## src/design/trsd_pkg.sv

```systemverilog
// Types and constants shared by the sprite decoder modules.
`default_nettype none
package trsd_pkg;

  localparam int COORD_BITS_DEFAULT  = 12;
  localparam int QUEUE_DEPTH_DEFAULT = 4;

  localparam int CFG_INDEX_W = 3;
  localparam int CFG_DATA_W  = 14;
  localparam int DIM_W       = 13;
  localparam int ORIGIN_W    = 14;
  localparam int OUT_COORD_W = 12;
  localparam int ADDR_W      = 24;
  localparam int BYTE_W      = 8;

  localparam logic [DIM_W-1:0] DIM_MAX       = 13'd4096;
  localparam logic [DIM_W-1:0] DIM_RESET     = 13'd32;

  typedef enum logic [CFG_INDEX_W-1:0] {
    REG_BUFFER_WIDTH  = 3'd0,
    REG_BUFFER_HEIGHT = 3'd1,
    REG_ORIGIN_X      = 3'd2,
    REG_ORIGIN_Y      = 3'd3
  } cfg_reg_e;

  typedef enum logic [1:0] {
    PH_SKIP  = 2'd0,
    PH_COUNT = 2'd1,
    PH_PIXEL = 2'd2
  } phase_e;

  typedef struct packed {
    logic        [DIM_W-1:0]    buffer_width;
    logic        [DIM_W-1:0]    buffer_height;
    logic signed [ORIGIN_W-1:0] origin_x;
    logic signed [ORIGIN_W-1:0] origin_y;
  } cfg_t;

endpackage
`default_nettype wire

```

## src/design/trsd_front.sv

```systemverilog
// Byte parser: tracks skip/count/pixel phase and the column and row counters.
`default_nettype none
module trsd_front #(
  parameter int COORD_BITS = trsd_pkg::COORD_BITS_DEFAULT
) (
  input  wire logic                          clk_i,
  input  wire logic                          rst_ni,
  input  wire logic                          byte_valid_i,
  output logic                               byte_ready_o,
  input  wire logic [trsd_pkg::BYTE_W-1:0]   data_byte_i,
  input  wire logic                          end_of_tile_i,
  input  wire logic                          queue_full_i,
  output logic                               push_o,
  output logic [2*COORD_BITS+trsd_pkg::BYTE_W-1:0] push_data_o
);
  import trsd_pkg::*;

  localparam int CW   = COORD_BITS;
  localparam int AddW = ((CW > BYTE_W) ? CW : BYTE_W) + 1;
  localparam logic [CW-1:0] CoordMax = {CW{1'b1}};

  phase_e              phase_q, phase_d;
  logic [BYTE_W-1:0]   skip_q, skip_d;
  logic [BYTE_W-1:0]   run_q, run_d;
  logic [CW-1:0]       col_q, col_d;
  logic [CW-1:0]       row_q, row_d;
  logic                accept;

  function automatic logic [CW-1:0] sat_add(input logic [CW-1:0] a,
                                            input logic [BYTE_W-1:0] b);
    logic [AddW-1:0] s;
    s = AddW'(a) + AddW'(b);
    return (s > AddW'(CoordMax)) ? CoordMax : s[CW-1:0];
  endfunction

  assign accept = byte_valid_i && byte_ready_o;

  // next state and counters
  always_comb begin
    phase_d = phase_q;
    skip_d  = skip_q;
    run_d   = run_q;
    col_d   = col_q;
    row_d   = row_q;
    if (accept) begin
      case (phase_q)
        PH_COUNT: begin
          if (skip_q == '0 && data_byte_i == '0) begin
            col_d   = '0;
            row_d   = sat_add(row_q, BYTE_W'(1));
            phase_d = PH_SKIP;
          end else begin
            col_d   = sat_add(col_q, skip_q);
            run_d   = data_byte_i;
            phase_d = (data_byte_i != '0) ? PH_PIXEL : PH_SKIP;
          end
        end
        PH_PIXEL: begin
          col_d = sat_add(col_q, BYTE_W'(1));
          run_d = run_q - BYTE_W'(1);
          if (run_q == BYTE_W'(1)) begin
            phase_d = PH_SKIP;
          end
        end
        default: begin
          skip_d  = data_byte_i;
          phase_d = PH_COUNT;
        end
      endcase
      if (end_of_tile_i) begin
        phase_d = PH_SKIP;
        skip_d  = '0;
        run_d   = '0;
        col_d   = '0;
        row_d   = '0;
      end
    end
  end

  // outputs: stall only when a pixel byte meets a full queue
  always_comb begin
    byte_ready_o = (phase_q != PH_PIXEL) || !queue_full_i;
    push_o       = byte_valid_i && !queue_full_i && (phase_q == PH_PIXEL);
    push_data_o  = {col_q, row_q, data_byte_i};
  end

  always_ff @(posedge clk_i or negedge rst_ni) begin
    if (!rst_ni) begin
      phase_q <= PH_SKIP;
      skip_q  <= '0;
      run_q   <= '0;
      col_q   <= '0;
      row_q   <= '0;
    end else begin
      phase_q <= phase_d;
      skip_q  <= skip_d;
      run_q   <= run_d;
      col_q   <= col_d;
      row_q   <= row_d;
    end
  end

endmodule
`default_nettype wire

```

## src/design/trsd_fifo.sv

```systemverilog
// Short queue of pixel candidates between parser and address stage.
`default_nettype none
module trsd_fifo #(
  parameter int WIDTH = 32,
  parameter int DEPTH = trsd_pkg::QUEUE_DEPTH_DEFAULT
) (
  input  wire logic             clk_i,
  input  wire logic             rst_ni,
  input  wire logic             push_i,
  input  wire logic [WIDTH-1:0] push_data_i,
  output logic                  full_o,
  input  wire logic             pop_i,
  output logic                  empty_o,
  output logic [WIDTH-1:0]      head_o
);
  import trsd_pkg::*;

  localparam int PtrW = (DEPTH > 1) ? $clog2(DEPTH) : 1;
  localparam int CntW = $clog2(DEPTH + 1);

  logic [WIDTH-1:0] mem_q [DEPTH];
  logic [PtrW-1:0]  wr_ptr_q, wr_ptr_d;
  logic [PtrW-1:0]  rd_ptr_q, rd_ptr_d;
  logic [CntW-1:0]  count_q, count_d;
  logic             do_push, do_pop;

  assign full_o  = (count_q == CntW'(DEPTH));
  assign empty_o = (count_q == '0);
  assign head_o  = mem_q[rd_ptr_q];
  assign do_push = push_i && !full_o;
  assign do_pop  = pop_i && !empty_o;

  always_comb begin
    wr_ptr_d = wr_ptr_q;
    rd_ptr_d = rd_ptr_q;
    count_d  = count_q;
    if (do_push) begin
      wr_ptr_d = (wr_ptr_q == PtrW'(DEPTH - 1)) ? '0 : wr_ptr_q + PtrW'(1);
    end
    if (do_pop) begin
      rd_ptr_d = (rd_ptr_q == PtrW'(DEPTH - 1)) ? '0 : rd_ptr_q + PtrW'(1);
    end
    if (do_push && !do_pop) begin
      count_d = count_q + CntW'(1);
    end else if (do_pop && !do_push) begin
      count_d = count_q - CntW'(1);
    end
  end

  always_ff @(posedge clk_i) begin
    if (do_push) begin
      mem_q[wr_ptr_q] <= push_data_i;
    end
  end

  always_ff @(posedge clk_i or negedge rst_ni) begin
    if (!rst_ni) begin
      wr_ptr_q <= '0;
      rd_ptr_q <= '0;
      count_q  <= '0;
    end else begin
      wr_ptr_q <= wr_ptr_d;
      rd_ptr_q <= rd_ptr_d;
      count_q  <= count_d;
    end
  end

endmodule
`default_nettype wire

```

## src/design/trsd_back.sv

```systemverilog
// Offset, clip and address pipeline feeding the output register.
`default_nettype none
module trsd_back #(
  parameter int COORD_BITS = trsd_pkg::COORD_BITS_DEFAULT
) (
  input  wire logic                                    clk_i,
  input  wire logic                                    rst_ni,
  input  wire trsd_pkg::cfg_t                          cfg_i,
  input  wire logic                                    queue_empty_i,
  input  wire logic [2*COORD_BITS+trsd_pkg::BYTE_W-1:0] queue_head_i,
  output logic                                         pop_o,
  output logic                                         pixel_valid_o,
  input  wire logic                                    pixel_ready_i,
  output logic [trsd_pkg::OUT_COORD_W-1:0]             pixel_x_o,
  output logic [trsd_pkg::OUT_COORD_W-1:0]             pixel_y_o,
  output logic [trsd_pkg::ADDR_W-1:0]                  pixel_address_o,
  output logic [trsd_pkg::BYTE_W-1:0]                  pixel_value_o
);
  import trsd_pkg::*;

  localparam int CW   = COORD_BITS;
  localparam int SumW = ((CW > DIM_W) ? CW : DIM_W) + 2;
  localparam int MulW = OUT_COORD_W + DIM_W;

  logic [CW-1:0]            head_col, head_row;
  logic [BYTE_W-1:0]        head_val;
  logic [DIM_W-1:0]         w_clamp, h_clamp;
  logic signed [SumW-1:0]   px, py;
  logic                     in_buffer;

  logic                     a_valid_q;
  logic [OUT_COORD_W-1:0]   a_x_q, a_y_q;
  logic [BYTE_W-1:0]        a_val_q;
  logic                     out_free, a_free;
  logic [MulW-1:0]          product;

  assign {head_col, head_row, head_val} = queue_head_i;

  assign w_clamp = (cfg_i.buffer_width  > DIM_MAX) ? DIM_MAX : cfg_i.buffer_width;
  assign h_clamp = (cfg_i.buffer_height > DIM_MAX) ? DIM_MAX : cfg_i.buffer_height;

  assign px = SumW'(cfg_i.origin_x) + $signed({{(SumW-CW){1'b0}}, head_col});
  assign py = SumW'(cfg_i.origin_y) + $signed({{(SumW-CW){1'b0}}, head_row});

  assign in_buffer = !px[SumW-1] && !py[SumW-1]
                  && (px < $signed({{(SumW-DIM_W){1'b0}}, w_clamp}))
                  && (py < $signed({{(SumW-DIM_W){1'b0}}, h_clamp}));

  assign out_free = !pixel_valid_o || pixel_ready_i;
  assign a_free   = !a_valid_q || out_free;
  assign pop_o    = !queue_empty_i && a_free;
  assign product  = MulW'(a_y_q) * MulW'(w_clamp);

  always_ff @(posedge clk_i or negedge rst_ni) begin
    if (!rst_ni) begin
      a_valid_q     <= 1'b0;
      pixel_valid_o <= 1'b0;
    end else begin
      if (a_free) begin
        a_valid_q <= pop_o && in_buffer;
      end
      if (out_free) begin
        pixel_valid_o <= a_valid_q;
      end
    end
  end

  // payload: drop clipped candidates, keep only the low coordinate bits
  always_ff @(posedge clk_i) begin
    if (a_free) begin
      a_x_q   <= px[OUT_COORD_W-1:0];
      a_y_q   <= py[OUT_COORD_W-1:0];
      a_val_q <= head_val;
    end
    if (out_free && a_valid_q) begin
      pixel_x_o       <= a_x_q;
      pixel_y_o       <= a_y_q;
      pixel_address_o <= product[ADDR_W-1:0] + ADDR_W'(a_x_q);
      pixel_value_o   <= a_val_q;
    end
  end

endmodule
`default_nettype wire

```

## src/design/transparent_run_sprite_decoder.sv

```systemverilog
// A pixel byte is written into the queue, then registered in the address stage, then in the output register.
// Throughput: one byte per cycle; only pixel bytes stall, and only on a full queue.
// The rate is set by the queue push at the parser and the two-stage address pipe.
// Reset (rst_ni low, asynchronous): parser, queue and output valid clear;
// config returns to width 32, height 32, origin 0,0.
`default_nettype none
module transparent_run_sprite_decoder #(
  parameter int COORD_BITS  = trsd_pkg::COORD_BITS_DEFAULT,
  parameter int QUEUE_DEPTH = trsd_pkg::QUEUE_DEPTH_DEFAULT
) (
  input  wire logic                              clk_i,
  input  wire logic                              rst_ni,
  input  wire logic                              cfg_we_i,
  input  wire logic [trsd_pkg::CFG_INDEX_W-1:0]  cfg_index_i,
  input  wire logic [trsd_pkg::CFG_DATA_W-1:0]   cfg_data_i,
  input  wire logic                              byte_valid_i,
  output logic                                   byte_ready_o,
  input  wire logic [trsd_pkg::BYTE_W-1:0]       data_byte_i,
  input  wire logic                              end_of_tile_i,
  output logic                                   pixel_valid_o,
  input  wire logic                              pixel_ready_i,
  output logic [trsd_pkg::OUT_COORD_W-1:0]       pixel_x_o,
  output logic [trsd_pkg::OUT_COORD_W-1:0]       pixel_y_o,
  output logic [trsd_pkg::ADDR_W-1:0]            pixel_address_o,
  output logic [trsd_pkg::BYTE_W-1:0]            pixel_value_o
);
  import trsd_pkg::*;

  // A queued word is {column, row, palette index}.
  localparam int QW = 2 * COORD_BITS + BYTE_W;

  cfg_t          cfg_q;
  logic          push, pop, q_full, q_empty;
  logic [QW-1:0] push_data, q_head;

  // Hold config; writes to indexes past the list are dropped.
  always_ff @(posedge clk_i or negedge rst_ni) begin
    if (!rst_ni) begin
      cfg_q.buffer_width  <= DIM_RESET;
      cfg_q.buffer_height <= DIM_RESET;
      cfg_q.origin_x      <= '0;
      cfg_q.origin_y      <= '0;
    end else if (cfg_we_i) begin
      case (cfg_index_i)
        REG_BUFFER_WIDTH:  cfg_q.buffer_width  <= cfg_data_i[DIM_W-1:0];
        REG_BUFFER_HEIGHT: cfg_q.buffer_height <= cfg_data_i[DIM_W-1:0];
        REG_ORIGIN_X:      cfg_q.origin_x      <= $signed(cfg_data_i[ORIGIN_W-1:0]);
        REG_ORIGIN_Y:      cfg_q.origin_y      <= $signed(cfg_data_i[ORIGIN_W-1:0]);
        default: begin
        end
      endcase
    end
  end

  // Front: parse every byte; push a word per pixel byte, clipped or not.
  trsd_front #(
    .COORD_BITS (COORD_BITS)
  ) u_front (
    .clk_i         (clk_i),
    .rst_ni        (rst_ni),
    .byte_valid_i  (byte_valid_i),
    .byte_ready_o  (byte_ready_o),
    .data_byte_i   (data_byte_i),
    .end_of_tile_i (end_of_tile_i),
    .queue_full_i  (q_full),
    .push_o        (push),
    .push_data_o   (push_data)
  );

  // Queue: lets the parser run on while the output side stalls.
  trsd_fifo #(
    .WIDTH (QW),
    .DEPTH (QUEUE_DEPTH)
  ) u_fifo (
    .clk_i       (clk_i),
    .rst_ni      (rst_ni),
    .push_i      (push),
    .push_data_i (push_data),
    .full_o      (q_full),
    .pop_i       (pop),
    .empty_o     (q_empty),
    .head_o      (q_head)
  );

  // Back: offset, clip, then multiply for the linear address.
  trsd_back #(
    .COORD_BITS (COORD_BITS)
  ) u_back (
    .clk_i           (clk_i),
    .rst_ni          (rst_ni),
    .cfg_i           (cfg_q),
    .queue_empty_i   (q_empty),
    .queue_head_i    (q_head),
    .pop_o           (pop),
    .pixel_valid_o   (pixel_valid_o),
    .pixel_ready_i   (pixel_ready_i),
    .pixel_x_o       (pixel_x_o),
    .pixel_y_o       (pixel_y_o),
    .pixel_address_o (pixel_address_o),
    .pixel_value_o   (pixel_value_o)
  );

endmodule
`default_nettype wire

```

## config.mk

```make
export PLATFORM = sky130hd
export DESIGN_NAME = transparent_run_sprite_decoder
export DESIGN_NICKNAME = d
export VERILOG_FILES = /design/src/design/trsd_pkg.sv /design/src/design/trsd_front.sv /design/src/design/trsd_fifo.sv /design/src/design/trsd_back.sv /design/src/design/transparent_run_sprite_decoder.sv
export SDC_FILE = /design/constraint.sdc
export NUM_CORES = 1
export LEC_CHECK = 0
export BUFFER_PORTS_ARGS = -buffer_cell sky130_fd_sc_hd__buf_2
export CORE_AREA = 2 2 239 241
export DETAILED_ROUTE_END_ITERATION = 10
export DIE_AREA = 0 0 241 243
export HOLD_SLACK_MARGIN = 0.1
export PLACE_DENSITY_LB_ADDON = 0.2
export SYNTH_ARGS = -nofsm -noshare
export SYNTH_HDL_FRONTEND = slang
export SYNTH_HIERARCHICAL = 1
export SYNTH_SLANG_ARGS = --single-unit
```

## constraint.sdc

```tcl
create_clock -name clk_i -period 12.1 [get_ports clk_i]
set_clock_uncertainty 0.1 [all_clocks]
set_input_delay 0.605 -clock clk_i [delete_from_list [all_inputs] [get_ports clk_i]]
set_output_delay 0.605 -clock clk_i [all_outputs]
set_load 0.05 [all_outputs]
```

After elaboration in Yosys (flattened, before gate mapping):

Memory sizes are Yosys's and may differ from the RTL's.
Cells that the tools add are included.

* word-level logic and storage cells: 125
* latch bits: 0
* flip-flop bits (word level): 193
* memories kept: 1
* ROM bits: 0
* output and inout port bits: 58
* bits of input ports: 31
* bits in writable memories: 128

* reduce and logical (&&, ||, !) cells: 44
* divide/modulo/power cells: 0
* magnitude comparators: 7
* shift operators: 0
* $add $sub $neg: 11
* bitwise operators: 0
* equality and inequality tests: 13
* multiplexer cells: 27
* multipliers: 1

Memory list
* u_fifo.mem_q: words 4, width 32, rd ports 1, clocked after memory_dff 0, wr ports 1, line trsd_fifo.sv:21 `logic [WIDTH-1:0] mem_q [DEPTH];`

Operators with widths (number)
* 2-to-1 mux 12 bit: 8
* > comparator 13 x 12 -> 1 bit (second input constant): 3
* 2-to-1 mux 8 bit: 4
* adder 14 x 13 -> 15 bit: 2
* less-than comparator 15 x 14 -> 1 bit: 2
* adder 12 x 1 -> 13 bit (second input constant): 2
* > comparator 13 bit (second input constant): 2
* 2-to-1 mux 13 bit: 2
* adder 24 x 12 -> 24 bit: 1
* multiplier 12 x 13 -> 24 bit: 1
* case mux 12 bit (2 select lines): 1
* logical NOT 8 bit: 2
* case mux 8 bit (2 select lines): 1
* logical AND 1 bit: 14
* AND reduction 2 bit: 7
* adder 12 x 8 -> 13 bit: 1
* 2-to-1 mux 2 bit: 6
* == test 8 x 1 -> 1 bit (second input constant): 1
* logical NOT 1 bit: 8
* nonzero test 8 bit: 1
* subtractor 8 x 1 -> 8 bit (second input constant): 1
* == test 2 bit (second input constant): 3
* == test 3 x 2 -> 1 bit (second input constant): 2
* logical NOT 3 bit: 2
* 18 further kinds: 26

Logic depth before layout (Yosys ltp):

Gate-level depths: netlist of run 1.

* depth in word-level cells: 9
* mapped depth: 23
* gate-level depth less buffers: 21

Cells and area by module:

The synthesis of run 1 kept the hierarchy.

By module, submodules not included
* trsd_back: sequential area each 2692.6 um^2, instances 1, cells each 976, area each 9898.2 um^2
* trsd_fifo: sequential area each 4018.9 um^2, instances 1, cells each 205, area each 5084.9 um^2
* trsd_front: sequential area each 1051.0 um^2, instances 1, cells each 434, area each 3434.5 um^2
* transparent_run_sprite_decoder: sequential area each 1353.8 um^2, instances 1, cells each 117, area each 2063.2 um^2

Least setup slack after synthesis of run 1:

No wires, ideal clock.

* path type: reg2reg
* start: register cfg_q[53] (netlist bit)
* end: register u_back/pixel_address_o[23] (netlist bit) (data pin)
* period minus slack after synthesis: 5.923 ns
* setup slack: 6.177 ns
* arrival: 5.563 ns
* stages on the path, launching flop included: 23
* setup time: 0.260 ns
* buffers on the path: 2
* data required time: 11.740 ns
* cells stage by stage: dfrtp_1 -> clkbuf_1 -> nor2b_1 -> clkbuf_1 -> and2_1 -> fa_1 -> inv_1 -> fa_1 -> inv_1 -> fa_1 -> fa_1 -> inv_1 -> fa_1 -> inv_1 -> ha_1 -> a21oi_1 -> o21bai_1 -> a21o_1 -> a211oi_1 -> o21ai_0 -> a221oi_1 -> o21bai_1 -> xnor2_1

* word-level cells in the longest chain between the ends: 4

Ends and longest elaborated chain
* from (decl): line transparent_run_sprite_decoder.sv:32 `cfg_t cfg_q;`
* > comparator 13 bit: line trsd_back.sv:39 `assign w_clamp = (cfg_i.buffer_width > DIM_MAX) ? DIM_MAX : cfg_i.buffer_width;`
* 2-to-1 mux 13 bit *: line trsd_back.sv:39
* multiplier 12 x 13 -> 24 bit *: line trsd_back.sv:52 `assign product = MulW'(a_y_q) * MulW'(w_clamp);`
* adder 24 x 12 -> 24 bit *: line trsd_back.sv:78 `pixel_address_o <= product[ADDR_W-1:0] + ADDR_W'(a_x_q);`
* to (signal assigned): line trsd_back.sv:78
* to (decl): line trsd_back.sv:16 `output logic [trsd_pkg::ADDR_W-1:0] pixel_address_o,`

Every way passes the cells marked *; elsewhere a longest branch is shown, timed or not.
A chain may end at the register's enable or synchronous reset.

Final worst setup path of run 1:

Ends and elaborated chain as after synthesis.

==> flow_metrics.tcl, run 1 <==
set metrics [dict create \
    fp-row-count 87 \
    critical_path_arrival_ns 7.12 \
    r2r_slack_ns 5.18 \
    avgSynthCellArea_sq_um 11.82 \
    cts_resized 0 \
    htree_levels 2 \
    grt_max_degree 61 \
    area_growth_pct 11.55 \
    yosysTopAreaCell "edfxtp_1" \
    cts_hold_buffers 1 \
    worstSkewPairLatency_ns 0.55 \
    rsz0062_at_grt "no" \
    syn-num-nets 2025 \
    wl_met3_mm 1.889 \
    vias_per_cell 5.054 \
    first_global_vias 13563 \
    drc_errors 0 \
    highest_layer "met4" \
    clock-sinks 321 \
    hp-class "input port to flop" \
    yosys_warnings 6 \
    cp_common_cell "fa_1" \
    hold_violations 0 \
    pre_cts_ws_ns 5.120 \
    synth_cell_type_count 80 \
    instances_no_fill 2593 \
    yosysSeqAreaShare_pct 44.51 \
    grt_pass1_wl_mm 75.93 \
    fmax_ghz 0.1445 \
    cts_buffer_depth 3 \
    final_common_cell "inv_1" \
    ios 89 \
    setup_viol 0 \
    dieArea_sq_um 58560 \
    finish.utilization_pct 40.83 \
    clock-root-buffer "clkbuf_16" \
    grt_usage_pct 16.64 \
    outcome "completed" \
    met1_length_mm 20.52 \
    postRouteAntennaNets 0 \
    critPathSlowestCell "nor2b_1" \
    drt_wl_total_mm 46.88 \
    relSlewSlack_pct 24.01 \
    synth_top_area_share_pct 31.67 \
    fin_tns_setup_ns 0 \
    synth-async-reset-ratio_pct 32.71 \
    hpwl_mm 34.30 \
    tightest_slew_ns 1.138 \
    synth_edf_count 216 \
    drive_gt1_share_pct 14.16 \
    die_w_um 241 \
    worstPathRequired_ns 12.30 \
    ys.flop_type "edfxtp_1" \
    clkTransAtPathRegs_ns 0.06 \
    antenna_found_initial 0 \
    crit_buf_inv 3 \
    first_pass_iters 5 \
    criticalPathCategory "flop to flop" \
    slew_viol_final 0 \
    layout_setup_ws_ns 5.178 \
    post-route-period-util_pct 57.21 \
    nFillCells 5430 \
    synth.ff_latch_count 321 \
    initial_core_util_pct 36.60 \
    synth_area_leaders "edfxtp_1 (32%), dfrtp_1 (13%), fa_1 (12%)" \
    grt_overflow 0 \
    critPathCaptureType "flop" \
    wl_met2_mm 23.58 \
    synth_cells 1732 \
    cap_viol_max_count 0 \
    finalCriticalPeriod_ns 6.922 \
    cp-start-kind "flop" \
    fp.dieH_um 243 \
    dp.cells 2521 \
    layout.nets 2099 \
    path_cells "nor2b_1 > nand2_1 > fa_1 > fa_1 > fa_1 > inv_1 > fa_1 > inv_1 > fa_1 > inv_1 > ha_1 > nor4_1 > o21ai_0 > a41oi_1 > o21ai_0 > a221oi_1 > o21bai_1 > xnor2_1" \
    cp_slowest_stage_delay_ns 0.89 \
    cts_setup_buffers 0 \
    syn_area_sq_um 20480 \
    vias 13105 \
    final_cell_mix "inv_1 (220), edfxtp_1 (216), nand2_1 (153)" \
    drtIter0Drc 821 \
    routedWlPerCell_um 18.08 \
    critPathTopFamily "adder cells" \
    cp_max_fo 26 \
    gp_routability_congestion 0.8567 \
    numPortBuffers 88 \
    core_area_sq_um 55950 \
    cts_tree "done" \
    numCtsBuffers 38 \
]
[state kept, by name, summed over array words and instances, names as in the netlist, 3 cells and up]
| signal | flops |
|---|---|
| u_fifo/mem_q | 128 |
| cfg_q | 54 |
| u_back/pixel_address_o | 24 |
| u_back/a_x_q | 12 |
| u_back/a_y_q | 12 |
| u_back/pixel_x_o | 12 |
| u_back/pixel_y_o | 12 |
| u_front/col_q | 12 |
| u_front/row_q | 12 |
| u_back/a_val_q | 8 |
| u_back/pixel_value_o | 8 |
| u_front/run_q | 8 |
| u_front/skip_q | 8 |
| u_fifo/count_q | 3 |
[synth_stat cells, drive strengths merged (40+ instances only)]
cell type  instances
inv              220
nor2              53
fa               124
clkbuf            44
nand2            153
and2              86
a21oi             66
dfrtp            103
xnor2             40
o21ai             68
ha               138
mux2              58
edfxtp           216
[cells by family (layout without fill, tap and decap cells)]
family / count (synthesis) / count (layout) / share of synthesized area, %
adders and majority gates: 262 / 262 / 20.55
muxes: 93 / 93 / 6.891
buffers and inverters: 288 / 392 / 5.736
AOI/OAI and AO/OA: 267 / 267 / 8.455
other: 0 / 1 / 0
DFF: 321 / 321 / 44.51
xor gates and xnor gates: 62 / 62 / 2.651
and+or+nand+nor: 439 / 439 / 11.20
[metrics by stage]
stage                     area (sq um)  hold WS [ns]
after floorplan                  20480        0.2094
after global placement           21640        0.3099
after detailed placement         21640        0.3116
after CTS                        22840        0.2214
after global routing             22840        0.2394
final                            22850        0.2506
[cell type report]
| type | instances | area (sq um) | share of cell area, % |
|---|---|---|---|
| multi-input cells | 1123 | 10210 | 44.71 |
| flip-flops and latches | 321 | 9117 | 39.91 |
| clock buffers | 50 | 1037 | 4.540 |
| well taps | 756 | 945.9 | 4.140 |
| inverters | 221 | 829.5 | 3.631 |
| repair buffers | 101 | 543.0 | 2.377 |
| clock inverters | 20 | 155.1 | 0.6791 |
| diodes | 1 | 2.502 | 0.01095 |
[worst paths after layout]
path	startpoint	cells after the start	endpoint
worst max register to register	cfg_q[53]	18	u_back/pixel_address_o[23]
max in group asynchronous	rst_ni	3	u_front/col_q[7]
min in group asynchronous	rst_ni	2	u_front/run_q[1]
worst min register to register	u_back/a_val_q[2]	0	u_back/pixel_value_o[2]
worst min-delay path	data_byte_i[3]	1	u_fifo/mem_q[3][3]
worst max-delay path	cfg_q[53]	18	u_back/pixel_address_o[23]
[routing by layer]
layer	global-route usage, %	vias to the layer above
met1	21.34	6598
met4	3.849	0
li1	-	6176
met3	2.820	63
met2	29.16	268
met5	0	-
Power of run 1 is left out: the tool's default activity adds up to more than one toggle a clock period on the data nets, which glitch-free logic cannot reach.
==> inputs of run 2 (changes only) <==
--- a/config.mk
+++ b/config.mk
@@ -5,10 +5,11 @@
 export SDC_FILE = /design/constraint.sdc
 export NUM_CORES = 1
 export LEC_CHECK = 0
+export ABC_AREA = 1
 export BUFFER_PORTS_ARGS = -buffer_cell sky130_fd_sc_hd__buf_2
-export CORE_AREA = 2 2 239 241
+export CORE_AREA = 2 2 245 247
 export DETAILED_ROUTE_END_ITERATION = 10
-export DIE_AREA = 0 0 241 243
+export DIE_AREA = 0 0 247 249
 export HOLD_SLACK_MARGIN = 0.1
 export PLACE_DENSITY_LB_ADDON = 0.2
 export SYNTH_ARGS = -nofsm -noshare
==> constraint.sdc (replaced) <==
create_clock -name clk_i -period 6.1 [get_ports clk_i]
set_clock_uncertainty 0.1 [all_clocks]
set_input_delay 0.305 -clock clk_i [delete_from_list [all_inputs] [get_ports clk_i]]
set_output_delay 0.305 -clock clk_i [all_outputs]
set_load 0.05 [all_outputs]
==> run 2 against run 1 <==
Sequential share of layout area shrank 3.3 points. Setup slack got worse by 4.9 ns. Final cell count grew 30%. Non-clock buffer count grew 69.
==> flow_metrics.tcl, run 2 <==
set metrics [dict create \
    initial_core_util_pct 36.75 \
    vias 16138 \
    critical_path_arrival_ns 6.01 \
    syn_area_sq_um 21570 \
    largest_register_ffs 128 \
    die_w_um 247 \
    critPathCaptureType "flop" \
    cp-start-kind "flop" \
    nFillCells 5792 \
    layout.nets 2852 \
    yosysTopAreaCell "edfxtp_1" \
    grt_usage_pct 18.54 \
    cp_slowest_stage_delay_ns 0.54 \
    dieArea_sq_um 61500 \
    r2r_slack_ns 0.29 \
    yosysSeqAreaShare_pct 42.27 \
    clkTransAtPathRegs_ns 0.06 \
    postRouteAntennaNets 0 \
    synth-async-reset-ratio_pct 32.71 \
    reg.largest.list "u_fifo/mem_q x128, cfg_q x54, u_back/pixel_address_o x24" \
    final_common_cell "nand2_1" \
    worstSkewPairLatency_ns 0.56 \
    cts_tree "done" \
    slew_viol_final 0 \
    use_met1_pct 21.91 \
    syn-num-nets 2706 \
    drive_gt1_share_pct 11.16 \
    fp-row-count 89 \
    numPortBuffers 88 \
    synth.cells.most_frequent "nand2_1 (673), inv_1 (435), edfxtp_1 (216)" \
    worstPathRequired_ns 6.30 \
    grt_overflow 0 \
    critPathSlowestCell "fa_1" \
    cap_viol_max_count 0 \
    grt_util_met2_pct 34.28 \
    gp_routability_congestion 0.9023 \
    diodes 0 \
    ys.flop_type "edfxtp_1" \
    crit_buf_inv 6 \
    hold_violations 0 \
    hp-class "input port to flop" \
    clock-root-buffer "clkbuf_16" \
    synth.ff_latch_count 321 \
    first_global_vias 16640 \
    ios 89 \
    finish.utilization_pct 42.40 \
    finalCriticalPeriod_ns 5.810 \
    synth_edf_count 216 \
    htree_levels 2 \
    post-route-period-util_pct 95.25 \
    dp.cells 3249 \
    cp_max_fo 7 \
    numCtsBuffers 39 \
    drc_errors 0 \
    cp_common_cell "fa_1" \
    critPathTopFamily "adder cells" \
    outcome "completed" \
    fmax_ghz 0.1721 \
    synth_cells 2413 \
    routedWlPerCell_um 16.59 \
    drt_wl_total_mm 55.77 \
    grt_use_met3_pct 2.532 \
    cts_buffer_depth 3 \
    top_register "u_fifo/mem_q" \
    yosys_warnings 6 \
    instances_no_fill 3362 \
    grt_max_degree 90 \
    avgSynthCellArea_sq_um 8.937 \
    criticalPathCategory "flop to flop" \
    first_pass_iters 5 \
    relSlewSlack_pct 34.54 \
    setup_viol 0 \
    final_cell_mix "nand2_1 (672), inv_1 (431), edfxtp_1 (216)" \
    tightest_slew_ns 0.9765 \
    grt_pass1_wl_mm 89.67 \
    synth_cell_type_count 46 \
    vias_per_cell 4.800 \
    core_area_sq_um 58690 \
    synth_top_area_share_pct 30.08 \
    path_cells "inv_1 > nand4_1 > nor2_2 > a21oi_4 > buf_12 > inv_2 > nand2_2 > buf_4 > nor2_1 > fa_1 > fa_1 > fa_1 > fa_1 > inv_1 > fa_1 > inv_1 > ha_1 > a21o_1 > a31oi_2 > nand2_1 > nand2_1 > nand3_1 > xor2_1" \
    post-synth-top-count-cell "nand2_1" \
    clock-sinks 321 \
    hpwl_mm 42.44 \
    area_growth_pct 15.37 \
    busiest_layer "met2" \
    synth_area_leaders "edfxtp_1 (30%), dfrtp_1 (12%), nand2_1 (12%)" \
    fp.dieH_um 249 \
    drtIter0Drc 835 \
    antenna_found_initial 1 \
]
==> run 2: cell types whose count changed after synthesis, moves of 24 or more <==
| cell | change |
|---|---|
| nand3_1 | +95 |
| nor2_1 | +120 |
| nand2_1 | +520 |
| inv_1 | +215 |
| clkbuf_1 | -24 |
| nor2b_1 | -26 |
| mux4_2 | -32 |
| and2_1 | -85 |
| mux2_2 | -44 |
| o211ai_1 | +60 |
==> run 2: area by class of cell <==
class	instances	area (sq um)	area share (%)
timing repair buffer	170	1166	4.687
tap	773	967.2	3.887
clock buffer	44	1016	4.083
multi-input combinational	1579	10550	42.39
sequential	321	9121	36.66
inverter	448	1693	6.804
clock inverter	27	370.4	1.488
==> run 2: cells by family after synthesis <==
group,Yosys count,share of synthesized area [%]
flops,321,42.27
xor+xnor,54,2.193
fa+ha+maj,262,19.52
compound gates,221,6.399
buf+inv,513,9.434
simple gates,1042,20.18
==> run 2: final timing paths <==
check                                   from                          to  cells after the start
setup / recovery                   cfg_q[46]  u_back/pixel_address_o[23]                     23
hold / removal                cfg_index_i[2]                    cfg_q[6]                      6
setup reg to reg                   cfg_q[46]  u_back/pixel_address_o[23]                     23
hold reg to reg            u_back/a_val_q[1]     u_back/pixel_value_o[1]                      0
max in group asynchronous             rst_ni        u_back/pixel_valid_o                      3
min in group asynchronous             rst_ni            u_front/run_q[4]                      2
==> run 2: worst min-delay path, delay by kind of cell <==
kind / cells / cell delay, ns
and+or+nand+nor: 4 / 0.29
buffers and inverters: 2 / 0.15
==> run 2: per-layer routing <==
layer	wire length (um)	vias up	part of all wire, %
met3	1898	89	3.4
met2	29030	289	52
met1	23110	7784	41
met4	1728	0	3.1
met5	0	-	0
li1	-	7976	-
==> run 2: what timing repair did <==
item                       CTS  global route
setup buffers                0             4
hold buffers                38             0
resized for setup            0            36
hold endpoints to repair   141             0
setup endpoints to repair    0            14
==> run 2: stage by stage <==
stage	TNS, ns	hold slack (ns)	cell area, sq um	setup WS, ns
2_1_floorplan	0	-0.09059	21570	0.5615
3_3_place_gp	0	0.2762	22970	0.08436
3_5_place_dp	0	0.2780	22970	0.04445
4_1_cts	0	0.1199	24740	0.04858
5_1_grt	-0.003261	0.1900	24880	-0.003261
6_report	0	0.1536	24880	0.2900
Power of run 2 is left out for the same reason.
==> inputs of run 3 (changes only) <==
--- a/config.mk
+++ b/config.mk
@@ -7,9 +7,9 @@
 export LEC_CHECK = 0
 export ABC_AREA = 1
 export BUFFER_PORTS_ARGS = -buffer_cell sky130_fd_sc_hd__buf_2
-export CORE_AREA = 2 2 245 247
+export CORE_AREA = 2 2 198 200
 export DETAILED_ROUTE_END_ITERATION = 10
-export DIE_AREA = 0 0 247 249
+export DIE_AREA = 0 0 200 202
 export HOLD_SLACK_MARGIN = 0.1
 export PLACE_DENSITY_LB_ADDON = 0.2
 export SYNTH_ARGS = -nofsm -noshare
==> constraint.sdc (replaced) <==
create_clock -name clk_i -period 6.1 [get_ports clk_i]
set_clock_uncertainty 0.1 [all_clocks]
set_input_delay 0.305 -clock clk_i [delete_from_list [all_inputs] [get_ports clk_i]]
set_output_delay 0.305 -clock clk_i [all_outputs]
set_load 0.005 [all_outputs]
==> run 3 against run 2 <==
Register-to-register slack lost 0.098 ns. Flip-flop and latch count is the same. First-iteration DRC count grew 21%. Critical path type unchanged. Critical endpoint is now u_back/pixel_address_o[21].
==> flow_metrics.tcl, run 3 (same netlist as run 2, synthesis figures left out) <==
set metrics [dict create \
    antenna_found_initial 0 \
    relSlewSlack_pct 37.24 \
    hold_violations 0 \
    cts_buffer_depth 3 \
    drc_errors 0 \
    fp-row-count 72 \
    numPortBuffers 88 \
    postRouteAntennaNets 0 \
    multi_input_area_sq_um 10600 \
    outcome "completed" \
    layout.nets 2853 \
    setup_viol 0 \
    ios 89 \
    top_register "u_fifo/mem_q" \
    cp_max_fo 7 \
    gp_routability_congestion 0.9132 \
    finalCriticalPeriod_ns 5.908 \
    drtIter0Drc 1010 \
    diodes 0 \
    critPathCaptureType "flop" \
    holdWs_ns 0.1438 \
    grt_usage_pct 27.45 \
    final_common_cell "nand2_1" \
    routedWlPerCell_um 17.12 \
    final_cell_mix "nand2_1 (670), inv_1 (431), edfxtp_1 (216)" \
    grt_overflow 0 \
    area_growth_pct 14.03 \
    cts_tree "done" \
    tightest_slew_ns 0.9391 \
    worstPathRequired_ns 6.29 \
    numCtsBuffers 37 \
    htree_levels 2 \
    nFillCells 3218 \
    drive_gt1_share_pct 10.81 \
    grt_pass1_wl_mm 85.86 \
    clock-root-buffer "clkbuf_16" \
    cap_viol_max_count 0 \
    fmax_ghz 0.1693 \
    critical_path_arrival_ns 6.09 \
    reg.largest.list "u_fifo/mem_q x128, cfg_q x54, u_back/pixel_address_o x24" \
    hp-class "input port to flop" \
    post-route-period-util_pct 96.85 \
    criticalPathCategory "flop to flop" \
    largest_register_ffs 128 \
    vias 16476 \
    core_area_sq_um 38290 \
    hpwl_mm 39.31 \
    clock-sinks 321 \
    worstSkewPairLatency_ns 0.58 \
    clkTransAtPathRegs_ns 0.06 \
    die_w_um 200 \
    grt_max_degree 101 \
    fp.dieH_um 202 \
    dieArea_sq_um 40400 \
    cp-start-kind "flop" \
    first_pass_iters 7 \
    slew_viol_final 0 \
    rsz0062_at_grt "yes" \
    drt_wl_total_mm 53.18 \
    first_global_vias 16762 \
    register_area_sq_um 9120 \
    initial_core_util_pct 56.33 \
    vias_per_cell 5.303 \
]
[run 3: cell types whose count changed in the layout (fill, tap and decap cells not counted), moves of 3 or more]
| cell | before | now |
|---|---|---|
| ha_1 | 135 | 131 |
| dlygate4sd3_1 | 38 | 44 |
| buf_4 | 44 | 39 |
| clkbuf_1 | 4 | 7 |
| ha_4 | 0 | 5 |
| nor2_2 | 22 | 13 |
| clkbuf_16 | 40 | 37 |
| clkinv_4 | 6 | 1 |
| nor2_1 | 156 | 164 |
| clkinv_1 | 6 | 3 |
| o21ai_0 | 42 | 39 |
| clkinv_2 | 4 | 8 |
[run 3: layout make-up]
type                            instances  area share, %
Clock inverter                         22          1.292
Timing Repair Buffer                  173          4.961
Multi-Input combinational cell       1579          43.12
Clock buffer                           46          3.984
Sequential cell                       321          37.08
Inverter                              448          6.924
Tap cell                              518          2.635
[run 3: path summary, 6_finish.rpt]
| path | start | slack [ns] | cells after the start | endpoint |
|---|---|---|---|---|
| setup / recovery | cfg_q[46] | 0.19 | 25 | u_back/pixel_address_o[21] |
| hold / removal | cfg_we_i | 0.14 | 5 | cfg_q[33] |
| setup reg to reg | cfg_q[46] | 0.19 | 25 | u_back/pixel_address_o[21] |
| hold reg to reg | u_back/a_val_q[5] | 0.32 | 0 | u_back/pixel_value_o[5] |
| max in group asynchronous | rst_ni | 4.43 | 3 | cfg_q[49] |
| min in group asynchronous | rst_ni | 0.20 | 2 | u_front/row_q[6] |
[run 3: through the flow]
stage	TNS, ns	worst slack [ns]	area [sq um]	std cells	util (%)
3_3_place_gp	0	0.1522	22520	2978	58.82
4_1_cts	0	0.01243	24260	3090	63.36
6_report	0	0.1919	24590	3107	64.23
3_5_place_dp	0	0.04484	22520	2978	58.82
2_1_floorplan	0	0.5615	21570	2413	-
5_1_grt	-0.1355	-0.03765	24590	3107	64.23
[run 3: timing repair]
item,4_1_cts,5_1_grt
resized for setup,0,46
hold endpoints to repair,149,0
endpoints found under the setup margin,0,14
hold buffers,44,0
buffers inserted,0,17
[run 3: critical path, stage by stage (launching register included)]
cell and delay, ns:
dfstp_2 0.53, inv_1 0.07, nand4_1 0.12, nor2_2 0.07
a21oi_4 0.30, buf_12 0.16, nor2_4 0.04, clkinvlp_4 0.13
nor2_1 0.08, fa_1 0.55, inv_1 0.05, fa_1 0.49
inv_1 0.05, fa_1 0.47, fa_1 0.49, inv_1 0.05
fa_1 0.53, inv_1 0.04, ha_1 0.34, a21oi_1 0.29
o21ai_0 0.19, nand2_1 0.11, nand2_1 0.05, nand2_1 0.06
nand3_1 0.09, xor2_1 0.15
[run 3: layer usage]
layer | part of all wire [%] | global-route usage (%) | vias to the layer above
met2 | 50 | 47.37 | 474
li1 | - | - | 7977
met3 | 5.4 | 4.522 | 119
met4 | 3.6 | 10.69 | 0
met5 | 0 | 0 | -
met1 | 41 | 34.45 | 7906
Power of run 3 is left out for the same reason.
